==> config.mk <==
export PLATFORM = sky130hd
export DESIGN_NAME = modular_exponentiation_flat
export DESIGN_NICKNAME = d
export VERILOG_FILES = /design/src/hdl/modexp_pkg.sv /design/src/hdl/modexp_if.sv /design/src/hdl/modexp_mulmod.sv /design/src/hdl/modular_exponentiation.sv /design/src/flat_wrapper.sv
export SDC_FILE = /design/constraint.sdc
export NUM_CORES = 1
export LEC_CHECK = 0
export BUFFER_PORTS_ARGS = -buffer_cell sky130_fd_sc_hd__buf_4
export CAP_MARGIN = 20
export CELL_PAD_IN_SITES_DETAIL_PLACEMENT = 2
export CELL_PAD_IN_SITES_GLOBAL_PLACEMENT = 2
export CORE_ASPECT_RATIO = 1.4
export CORE_UTILIZATION = 35
export DETAILED_ROUTE_END_ITERATION = 8
export PLACE_DENSITY = 0.75
export SYNTH_ARGS = -nofsm -noshare
export SYNTH_HDL_FRONTEND = slang
export SYNTH_SLANG_ARGS = --single-unit
export TNS_END_PERCENT = 20
==> constraint.sdc <==
create_clock -name clk -period 7.1 [get_ports clk]
set_input_delay 1.42 -clock clk [delete_from_list [all_inputs] [get_ports clk]]
set_output_delay 1.42 -clock clk [all_outputs]
set_load 0.01 [all_outputs]
==> src/hdl/modexp_pkg.sv <==
package modexp_pkg;

  localparam int OPERAND_BITS = 31;
  localparam int FIELD_W      = 31;
  localparam int CNT_W        = $clog2(OPERAND_BITS + 1);

  localparam logic ACT_POWER   = 1'b0;
  localparam logic ACT_INVERSE = 1'b1;

  typedef logic [OPERAND_BITS-1:0] opnd_t;
  typedef logic [FIELD_W-1:0]      field_t;

endpackage

==> src/hdl/modexp_if.sv <==
interface modexp_req_if;
  logic                   valid;
  logic                   ready;
  logic                   action;
  modexp_pkg::field_t     base_value;
  modexp_pkg::field_t     exponent;
  modexp_pkg::field_t     modulus;

  modport source (output valid, action, base_value, exponent, modulus, input ready);
  modport sink   (input valid, action, base_value, exponent, modulus, output ready);
endinterface

interface modexp_rsp_if;
  logic                   valid;
  logic                   ready;
  modexp_pkg::field_t     result;

  modport source (output valid, result, input ready);
  modport sink   (input valid, result, output ready);
endinterface

==> src/hdl/modexp_mulmod.sv <==
module modexp_mulmod (
  input  logic              clk,
  input  logic              rst,
  input  logic              start,
  input  modexp_pkg::opnd_t x,
  input  modexp_pkg::opnd_t y,
  input  modexp_pkg::opnd_t m,
  output logic              done,
  output modexp_pkg::opnd_t product
);

  localparam int W = modexp_pkg::OPERAND_BITS;

  modexp_pkg::opnd_t              xs;
  modexp_pkg::opnd_t              r;
  modexp_pkg::opnd_t              r_next;
  logic [modexp_pkg::CNT_W-1:0]   cnt;
  logic                           busy;
  logic [W+2:0]                   t;
  logic [W+2:0]                   d1;
  logic [W+2:0]                   d2;

  // Double, add y on a set multiplier bit, then bring the sum below m (it stays below 3m)
  always_comb begin
    t  = {2'b00, r, 1'b0} + (xs[W-1] ? {3'b000, y} : {(W+3){1'b0}});
    d1 = t - {3'b000, m};
    d2 = t - {2'b00, m, 1'b0};
    if (!d2[W+2]) begin
      r_next = d2[W-1:0];
    end else if (!d1[W+2]) begin
      r_next = d1[W-1:0];
    end else begin
      r_next = t[W-1:0];
    end
  end

  always_ff @(posedge clk) begin
    if (rst) begin
      busy <= 1'b0;
      done <= 1'b0;
    end else begin
      done <= busy && !start && cnt == modexp_pkg::CNT_W'(1);
      if (start) begin
        busy <= 1'b1;
      end else if (busy && cnt == modexp_pkg::CNT_W'(1)) begin
        busy <= 1'b0;
      end
    end
  end

  always_ff @(posedge clk) begin
    if (start) begin
      xs  <= x;
      r   <= '0;
      cnt <= modexp_pkg::CNT_W'(W);
    end else if (busy) begin
      xs  <= xs << 1;
      r   <= r_next;
      cnt <= cnt - 1'b1;
    end
  end

  assign product = r;

  a_partial_reduced: assert property (@(posedge clk) disable iff (rst)
    busy && !start |-> r < m || m == '0)
    else $error("partial product not reduced");

endmodule

==> src/hdl/modular_exponentiation.sv <==
// Channel  Dir  Fields                                    Transfer
// req      in   action, base_value, exponent, modulus     valid && ready
// rsp      out  result                                    valid && ready
//
// One item at a time; the next item is taken while a result still waits in rsp.
// Each modular product runs bit-serially. A zero exponent, a zero modulus, or an
// inverse with a modulus of at most 2 skips the products.
// Reset (rst, synchronous) empties the block and drops any waiting result.
// A stalled rsp holds the result; work on the next item pauses only at its end.
module modular_exponentiation (
  input  logic             clk,
  input  logic             rst,
  modexp_req_if.sink       req,
  modexp_rsp_if.source     rsp
);

  localparam int W = modexp_pkg::OPERAND_BITS;

  localparam logic [1:0] ST_IDLE   = 2'd0;
  localparam logic [1:0] ST_REDUCE = 2'd1;
  localparam logic [1:0] ST_STEP   = 2'd2;
  localparam logic [1:0] ST_DONE   = 2'd3;

  logic [1:0]          state;
  modexp_pkg::opnd_t   acc;
  modexp_pkg::opnd_t   b;
  modexp_pkg::opnd_t   e;
  modexp_pkg::opnd_t   m;
  logic                mul_start;
  logic                res_valid;
  modexp_pkg::field_t  res;

  modexp_pkg::opnd_t   in_b;
  modexp_pkg::opnd_t   in_e;
  modexp_pkg::opnd_t   in_m;
  modexp_pkg::opnd_t   eff_e;
  logic                is_inv;
  logic                accept;
  logic                skip_mul;

  modexp_pkg::opnd_t   mul_y;
  modexp_pkg::opnd_t   sqr_y;
  modexp_pkg::opnd_t   prod_a;
  modexp_pkg::opnd_t   prod_b;
  logic                a_done;
  logic                b_done;
  logic                mul_done;

  assign in_b   = req.base_value[W-1:0];
  assign in_e   = req.exponent[W-1:0];
  assign in_m   = req.modulus[W-1:0];
  assign is_inv = (req.action == modexp_pkg::ACT_INVERSE);
  assign eff_e  = is_inv ? in_m - modexp_pkg::opnd_t'(2) : in_e;

  assign skip_mul = (is_inv && in_m <= modexp_pkg::opnd_t'(2)) || (!is_inv && in_e == '0) ||
                    (in_m == '0);

  assign req.ready = (state == ST_IDLE);
  assign accept    = req.valid && req.ready;

  // Reduce pass multiplies the raw base by one; the step pass multiplies by acc
  assign mul_y    = (state == ST_REDUCE) ? modexp_pkg::opnd_t'(1) : acc;
  // Keep the squaring unit on a reduced operand while the raw base is reduced
  assign sqr_y    = (state == ST_REDUCE) ? modexp_pkg::opnd_t'(1) : b;
  assign mul_done = a_done & b_done;

  modexp_mulmod u_mul_acc (
    .clk     (clk),
    .rst     (rst),
    .start   (mul_start),
    .x       (b),
    .y       (mul_y),
    .m       (m),
    .done    (a_done),
    .product (prod_a)
  );

  modexp_mulmod u_mul_sqr (
    .clk     (clk),
    .rst     (rst),
    .start   (mul_start),
    .x       (b),
    .y       (sqr_y),
    .m       (m),
    .done    (b_done),
    .product (prod_b)
  );

  always_ff @(posedge clk) begin
    if (rst) begin
      state     <= ST_IDLE;
      mul_start <= 1'b0;
      res_valid <= 1'b0;
    end else begin
      // Load a finished result, or drop the one just transferred
      if (state == ST_DONE && (!res_valid || rsp.ready)) begin
        res_valid <= 1'b1;
      end else if (rsp.valid && rsp.ready) begin
        res_valid <= 1'b0;
      end
      case (state)
        ST_IDLE: begin
          mul_start <= accept && !skip_mul;
          if (accept) begin
            state <= skip_mul ? ST_DONE : ST_REDUCE;
          end
        end
        ST_REDUCE: begin
          mul_start <= mul_done;
          if (mul_done) begin
            state <= ST_STEP;
          end
        end
        ST_STEP: begin
          mul_start <= mul_done && (e[W-1:1] != '0);
          if (mul_done && e[W-1:1] == '0) begin
            state <= ST_DONE;
          end
        end
        ST_DONE: begin
          mul_start <= 1'b0;
          // Hold until the output register is free
          if (!res_valid || rsp.ready) begin
            state <= ST_IDLE;
          end
        end
        default: begin
          mul_start <= 1'b0;
          state     <= ST_IDLE;
        end
      endcase
    end
  end

  always_ff @(posedge clk) begin
    case (state)
      ST_IDLE: begin
        if (accept) begin
          b <= in_b;
          e <= eff_e;
          m <= in_m;
          if ((is_inv && in_m <= modexp_pkg::opnd_t'(2)) || (!is_inv && in_e == '0)) begin
            acc <= modexp_pkg::opnd_t'(1);
          end else if (in_m == '0) begin
            acc <= '0;
          end else begin
            acc <= modexp_pkg::opnd_t'(1);
          end
        end
      end
      ST_REDUCE: begin
        if (mul_done) begin
          b <= prod_a;
        end
      end
      ST_STEP: begin
        if (mul_done) begin
          if (e[0]) begin
            acc <= prod_a;
          end
          b <= prod_b;
          e <= e >> 1;
        end
      end
      ST_DONE: begin
        if (!res_valid || rsp.ready) begin
          res <= modexp_pkg::field_t'(acc);
        end
      end
      default: ;
    endcase
  end

  assign rsp.valid  = res_valid;
  assign rsp.result = res;

  a_done_pair: assert property (@(posedge clk) disable iff (rst)
    a_done == b_done)
    else $error("multipliers out of step");

  a_done_phase: assert property (@(posedge clk) disable iff (rst)
    a_done |-> state == ST_REDUCE || state == ST_STEP)
    else $error("product arrived outside a multiply phase");

  a_step_exp: assert property (@(posedge clk) disable iff (rst)
    state == ST_STEP |-> e != '0)
    else $error("exponent exhausted while stepping");

  a_step_base: assert property (@(posedge clk) disable iff (rst)
    state == ST_STEP |-> b < m)
    else $error("base not reduced before stepping");

endmodule
==> src/flat_wrapper.sv <==
// flat-port wrapper written by rule: the top's interface ports become plain ports
module modular_exponentiation_flat 
  (clk, rst, req_valid, req_action, req_base_value, req_exponent, req_modulus, req_ready, rsp_valid, rsp_result, rsp_ready);
  modexp_req_if req_i ();
  modexp_rsp_if rsp_i ();
  input  logic clk;
  input  logic rst;
  input wire logic [$bits(req_i.valid)-1:0] req_valid;
  input wire logic [$bits(req_i.action)-1:0] req_action;
  input wire logic [$bits(req_i.base_value)-1:0] req_base_value;
  input wire logic [$bits(req_i.exponent)-1:0] req_exponent;
  input wire logic [$bits(req_i.modulus)-1:0] req_modulus;
  output wire logic [$bits(req_i.ready)-1:0] req_ready;
  output wire logic [$bits(rsp_i.valid)-1:0] rsp_valid;
  output wire logic [$bits(rsp_i.result)-1:0] rsp_result;
  input wire logic [$bits(rsp_i.ready)-1:0] rsp_ready;
  assign req_i.valid = req_valid;
  assign req_i.action = req_action;
  assign req_i.base_value = req_base_value;
  assign req_i.exponent = req_exponent;
  assign req_i.modulus = req_modulus;
  assign req_ready = req_i.ready;
  assign rsp_valid = rsp_i.valid;
  assign rsp_result = rsp_i.result;
  assign rsp_i.ready = rsp_ready;
  modular_exponentiation u_core (.clk(clk), .rst(rst), .req(req_i), .rsp(rsp_i));
endmodule
Yosys cells after proc, flatten, opt, wreduce, memory -nomap -nowiden
Cells that the tools add are included.
{"block": "op_classes", "n_mux": 39, "bitwise_logic": 1, "magnitude_cmp": 1, "n_eq_ne": 11, "n_addsub": 9, "n_reduce_logical": 39}
{"operator": "$mux 31", "n": 22}
{"operator": "$pmux 31 s2", "n": 2}
{"operator": "$pmux 31 s3", "n": 1}
{"operator": "$add 32x34->34", "n": 2}
{"operator": "$sub 34x31->34", "n": 2}
{"operator": "$sub 34x32->34", "n": 2}
{"operator": "$logic_not 31->1", "n": 2}
{"operator": "$le 31x2->1 const B", "n": 1}
{"operator": "$sub 31x2->31 const B", "n": 1}
{"operator": "$logic_not 30->1", "n": 1}
{"operator": "$reduce_bool 30->1", "n": 1}
{"operator": "$logic_and 1x1->1", "n": 14}
{"operator": "$reduce_and 4->1", "n": 3}
{"operator": "$reduce_bool 2->1", "n": 6}
{"operator": "$eq 5x1->1 const B", "n": 2}
{"operator": "$mux 2", "n": 5}
{"operator": "$sub 5x1->5 const B", "n": 2}
{"operator": "$ne 2x1->1 const B", "n": 4}
{"operator": "$pmux 2 s4", "n": 1}
{"operator": "$mux 1", "n": 7}
{"operator": "$eq 2x2->1 const B", "n": 2}
{"operator": "$logic_not 1->1", "n": 4}
{"operator": "$ne 2x2->1 const B", "n": 2}
{"operator": "$pmux 1 s4", "n": 1}
{"operator": "7 further kinds", "n": 10}
{"block": "word_totals", "elab_cells": 118, "in_bits": 98, "out_inout_bits": 33, "register_bits": 297}

Logic depth before layout (Yosys ltp)
{"block": "depth", "depth_word": 7, "ltp_mapped": 31}

Cells and area by module
A second synthesis with hierarchy kept.
{"block": "unflattened", "hier_cells": 2601, "hier_area_um2": 23862.9}
{"module": "modexp_mulmod at u_core.u_mul_sqr", "cells_each": 1010, "instances": 1, "seq_area_each_um2": 1691.6, "area_per_inst_um2": 8346.8}
{"module": "modexp_mulmod at u_core.u_mul_acc", "cells_each": 954, "instances": 1, "seq_area_each_um2": 1691.6, "area_per_inst_um2": 7876.3}
{"module": "modular_exponentiation", "cells_each": 637, "instances": 1, "seq_area_each_um2": 4734.5, "area_per_inst_um2": 7639.8}

Worst setup path after synthesis
Ideal clock, no wire load.
{"block": "synth_timing", "path_type": "input to register", "from": "input req_valid", "to": "register u_core.acc[0], enable pin", "slack_ns": 0.299, "path_stages": 3, "required_ns": 6.633, "arrival_ns": 6.334, "setup_ns": 0.467, "cell_sequence": "nor2b_1 a211oi_1 a21boi_0"}
{"block": "synth_between", "elab_chain_cells": 3}
{"item": "start: declaration", "line": "flat_wrapper.sv:8", "rtl": "input wire logic [$bits(req_i.valid)-1:0] req_valid;"}
{"item": "$logic_and 1x1->1", "line": "modular_exponentiation.sv:59", "rtl": "assign accept = req.valid && req.ready;"}
{"item": "$ne 2x2->1 (no line)"}
{"item": "$reduce_and 4->1 (no line)"}
{"item": "end signal: assignment", "line": "modular_exponentiation.sv:143", "rtl": "acc <= modexp_pkg::opnd_t'(1);"}
{"item": "end signal: assignment", "line": "modular_exponentiation.sv:147", "rtl": "acc <= modexp_pkg::opnd_t'(1);"}
{"item": "end signal: assignment", "line": "modular_exponentiation.sv:159", "rtl": "acc <= prod_a;"}
{"item": "end: declaration", "line": "modular_exponentiation.sv:25", "rtl": "modexp_pkg::opnd_t acc;"}
Every way passes these cells.
A chain may end at the register's enable or synchronous reset.

Final worst setup path
{"block": "layout_timing", "from": "register u_core.state[1]", "to": "register u_core.u_mul_sqr.r[1] (netlist: u_core.u_mul_sqr.product[1])"}
{"block": "layout_between", "elab_chain_cells": 7}
{"item": "start: declaration", "line": "modular_exponentiation.sv:24", "rtl": "logic [1:0] state;"}
{"item": "start signal: assignment", "line": "modular_exponentiation.sv:105", "rtl": "state <= skip_mul ? ST_DONE : ST_REDUCE;"}
{"item": "$eq 2x1->1 (*)", "line": "modular_exponentiation.sv:64", "rtl": "assign sqr_y = (state == ST_REDUCE) ? modexp_pkg::opnd_t'(1) : b;"}
{"item": "$mux 31 (*)", "line": "modular_exponentiation.sv:64"}
{"item": "$mux 31 (*)", "line": "modexp_mulmod.sv:25", "rtl": "t = {2'b00, r, 1'b0} + (xs[W-1] ? {3'b000, y} : {(W+3){1'b0}});"}
{"item": "$add 32x34->34 (*)", "line": "modexp_mulmod.sv:25"}
{"item": "$sub 34x31->34", "line": "modexp_mulmod.sv:26", "rtl": "d1 = t - {3'b000, m};"}
{"item": "$mux 31", "line": "modexp_mulmod.sv:30", "rtl": "end else if (!d1[W+2]) begin"}
{"item": "$mux 31 (*)", "line": "modexp_mulmod.sv:28", "rtl": "if (!d2[W+2]) begin"}
{"item": "end signal: assignment", "line": "modexp_mulmod.sv:58", "rtl": "r <= r_next;"}
{"item": "end: declaration", "line": "modexp_mulmod.sv:15", "rtl": "modexp_pkg::opnd_t r;"}
Mark *: on every way between the ends. The rest lies on a longest branch, timed or not.

==> results.ini <==
[worst_setup_path]
cp_data_arrival_time_ns=7.19
r2r_slack_ns=0.32
slowest_delay_ns=0.42
cp-end-kind=flip-flop
startpoint=u_core.state[1]
reg2regPathDepth=28
rr_startpoint=u_core.state[1]
crit_type=reg -> reg
critical_path_peak_fanout=42
start_kind=flip-flop
r2r_end=u_core.u_mul_sqr.product[1]
slowest_stage=a2111oi_4
crit_required_ns=7.51

[detailed_routing]
routed_via_density=5.66
drc=0
vias=20200
routed_wl_mm=84.1
dr.pass1.iters=5
antenna_left=0
wl_per_cell_um=23.6
drtIter0Drc=837

[yosys]
ys_seq_area_share_pct=35.6
synth-adder-area-share_pct=11.1
ys_ff_latch=297
synth_edf_count=217
muxShareOfSynthArea_pct=2.05
synthXorXnorAreaFrac_pct=6.69
synth_cell_types=80
synth_area_sq_um=22800
ys.flop_type=edfxtp_1
synth-compound-area-share_pct=23.8
syn_inst=2582
async_flop_share_pct=0
syn_nets=2879
synth_top_family_by_area=compound AO/OA/AOI/OAI gates
synth_area_per_cell_sq_um=8.82
synth-simple-area-share_pct=16.4
synth_warnings=0

[min_path]
min_from=u_core.acc[2]
min_to=u_core.rsp.result[2]
min_path_cells=0
worstHoldPathType=reg -> reg

[clock_tree]
htreeDepth=2
insertion_delay_ns=0.56
clockBufferDepth=3
cts_tree=yes
numCtsBuffers=35
root_buffer=clkbuf_16
cts.sinks=297
cts.clk_slew.worst_paths_ns=0.06

[sta]
grt_setup_unrepaired=true
layout_min_cycle_time_ns=6.78
finalSetupTns_ns=0
slew_headroom_pct=34.8
maxSlewViolCount=0
finalCritPeriodShare_pct=95.5
setup_violations=0
fmax_mhz=147
finalWorstSetupSlack_ns=0.317
finalHoldViolations=0
skew_ns=0.0295
worstMarginPinSlew_ns=0.954

[die]
fp.dieW_um=218
die_h_um=304
io_pins=131
fp.dieArea_sq_um=66100
start_util_pct=35.4
row_count=110
core_sq_um=64300

[global_route]
grt_use_met3_pct=2.19
grt-busiest-layer=met2
met2_usage_pct=48.0
grt_max_degree=95
track_usage_pct=25.4
grt_pass1_vias=22500
grt_overflow=0
antenna_found_initial=0
use_met1_pct=29.1
grt_pass1_wl_mm=130

[placed_design]
numPortBuffers=130
place_ws_ns=-0.365
hpwlAfterDp_mm=68.0
gp_congestion=0.962

[cells_and_area]
final_nets=3000
layout-drive-gt1-share_pct=11.1
final_core_util_pct=40.7
area_delta_synth_final_pct=14.9
fillCellCount=7106

[flow_run]
drv_cap=0

[outcome]
outcome=finished, final reports clean

## synth_stat cells, types with 12 or more instances
library cell  number  area, sq um
o21ai_0          237         1190
nand2_1          224          841
edfxtp_1         217         6520
a21oi_1          197          986
ha_1             193         2410
nor2_1           177          664
inv_1            152          571
xnor2_1          110          963
and2_1           106          663
a21o_1            96          721
clkbuf_1          85          319
dfxtp_1           80         1600
xor2_1            64          561
nand3_1           46          230
nor2b_1           41          257
nor3_1            38          190
a211oi_1          36          270
a22oi_1           34          255
mux2i_1           31          310
nand2b_1          29          181
o21a_1            29          218
a31oi_1           28          175
and3_1            23          144
nor4_1            23          144
o211ai_1          23          173
nand4_1           17          106
o22ai_1           17          106
o21bai_1          16          120
o31ai_1           16          120
or3_1             15         93.8
mux2_2            13          146
or2_2             13         81.3
a22o_1            12          105
## worst max-delay path: cells and delay by family, from the launching register on
kind	cells	cell delay, ns
buffers and inverters	4	0.70
adder cells (fa/ha/maj)	3	0.86
multiplexers	1	0.38
flip-flops	1	0.41
AND/OR/NAND/NOR	3	0.51
AO/OA/AOI/OAI	17	3.73
## per-layer routing
| layer | share of wire, % | routed length, um |
|---|---|---|
| met2 | 53 | 44500 |
| met3 | 2.1 | 1780 |
| met4 | 3.9 | 3260 |
| met1 | 41 | 34600 |
| met5 | 0 | 0 |
## logic make-up after synthesis
logic type      Yosys count
flops                   297
fa+ha+maj               199
compound gates          847
buf+inv                 252
mux                      45
xor+xnor                174
simple gates            768
## layout make-up
type	instances	area [sq um]	share of cell area, %
Antenna cell	1	2.50	0.00956
Clock buffer	42	912	3.49
Clock inverter	20	223	0.851
Inverter	152	571	2.18
Multi-Input combinational cell	2033	13900	53.0
Sequential cell	297	8120	31.0
Tap cell	840	1050	4.02
Timing Repair Buffer	184	1420	5.41
## metrics by stage
| stage | area [sq um] | hold slack, ns | std cells |
|---|---|---|---|
| CTS | 26000 | 0.457 | 3565 |
| finish | 26200 | 0.462 | 3569 |
| floorplan | 22800 | 0.417 | 2582 |
| global route | 26200 | 0.470 | 3568 |
| global placement | 24900 | 0.447 | 3502 |
| detailed placement | 24900 | 0.440 | 3503 |
## state kept, by name, indices dropped and copies added, names as in the netlist, 2 cells and up
signal                    flops
u_core.b                     31
u_core.u_mul_sqr.xs          31
u_core.e                     31
u_core.rsp.result            31
u_core.u_mul_sqr.cnt          5
u_core.u_mul_acc.cnt          5
u_core.u_mul_acc.product     31
u_core.u_mul_acc.xs          31
u_core.m                     31
u_core.state                  2
u_core.u_mul_sqr.product     31
u_core.acc                   31
## layout by cell type, fill, tap and decap left out, types with 15 or more instances in the layout
cell type,n
clkbuf_16,35
mux2i_1,31
o21a_1,29
xor2_1,63
or3_1,15
o31ai_1,15
a22oi_1,34
nand4_1,17
a21oi_1,196
nand3_1,46
edfxtp_1,217
nand2b_1,28
o211ai_1,23
nor2_1,176
xnor2_1,108
nor3_1,38
a31oi_1,27
a21o_1,96
dfxtp_1,79
nor4_1,23
nand2_1,224
ha_1,191
and2_1,106
o22ai_1,17
and3_1,23
a211oi_1,34
inv_1,151
nor2b_1,39
buf_4,180
o21bai_1,16
o21ai_0,235
## repair_timing
action | 4_1_cts | 5_1_grt
endpoints found under the hold margin | 0 | 0
setup buffers | 0 | 3
hold buffers | 0 | 0
pin swaps | 0 | 4
setup endpoints to repair | 4 | 61
gates resized for setup | 3 | 20
## how the worst max path moves through the flow
stage / end / slack [ns] / cells after the start
finish: u_core.u_mul_sqr.product[1] / 0.32 / 28
global route: u_core.u_mul_sqr.product[10] / -0.05 / 28
CTS: u_core.u_mul_sqr.product[29] / 0.009 / 27
detailed placement: u_core.u_mul_sqr.product[28] / -0.37 / 26
global placement: u_core.u_mul_sqr.product[28] / -0.22 / 26
floorplan: u_core.acc[0] / 0.30 / 3
Power is not shown: default switching activity piles up to over one toggle a cycle in this logic, so the estimate is an artifact.
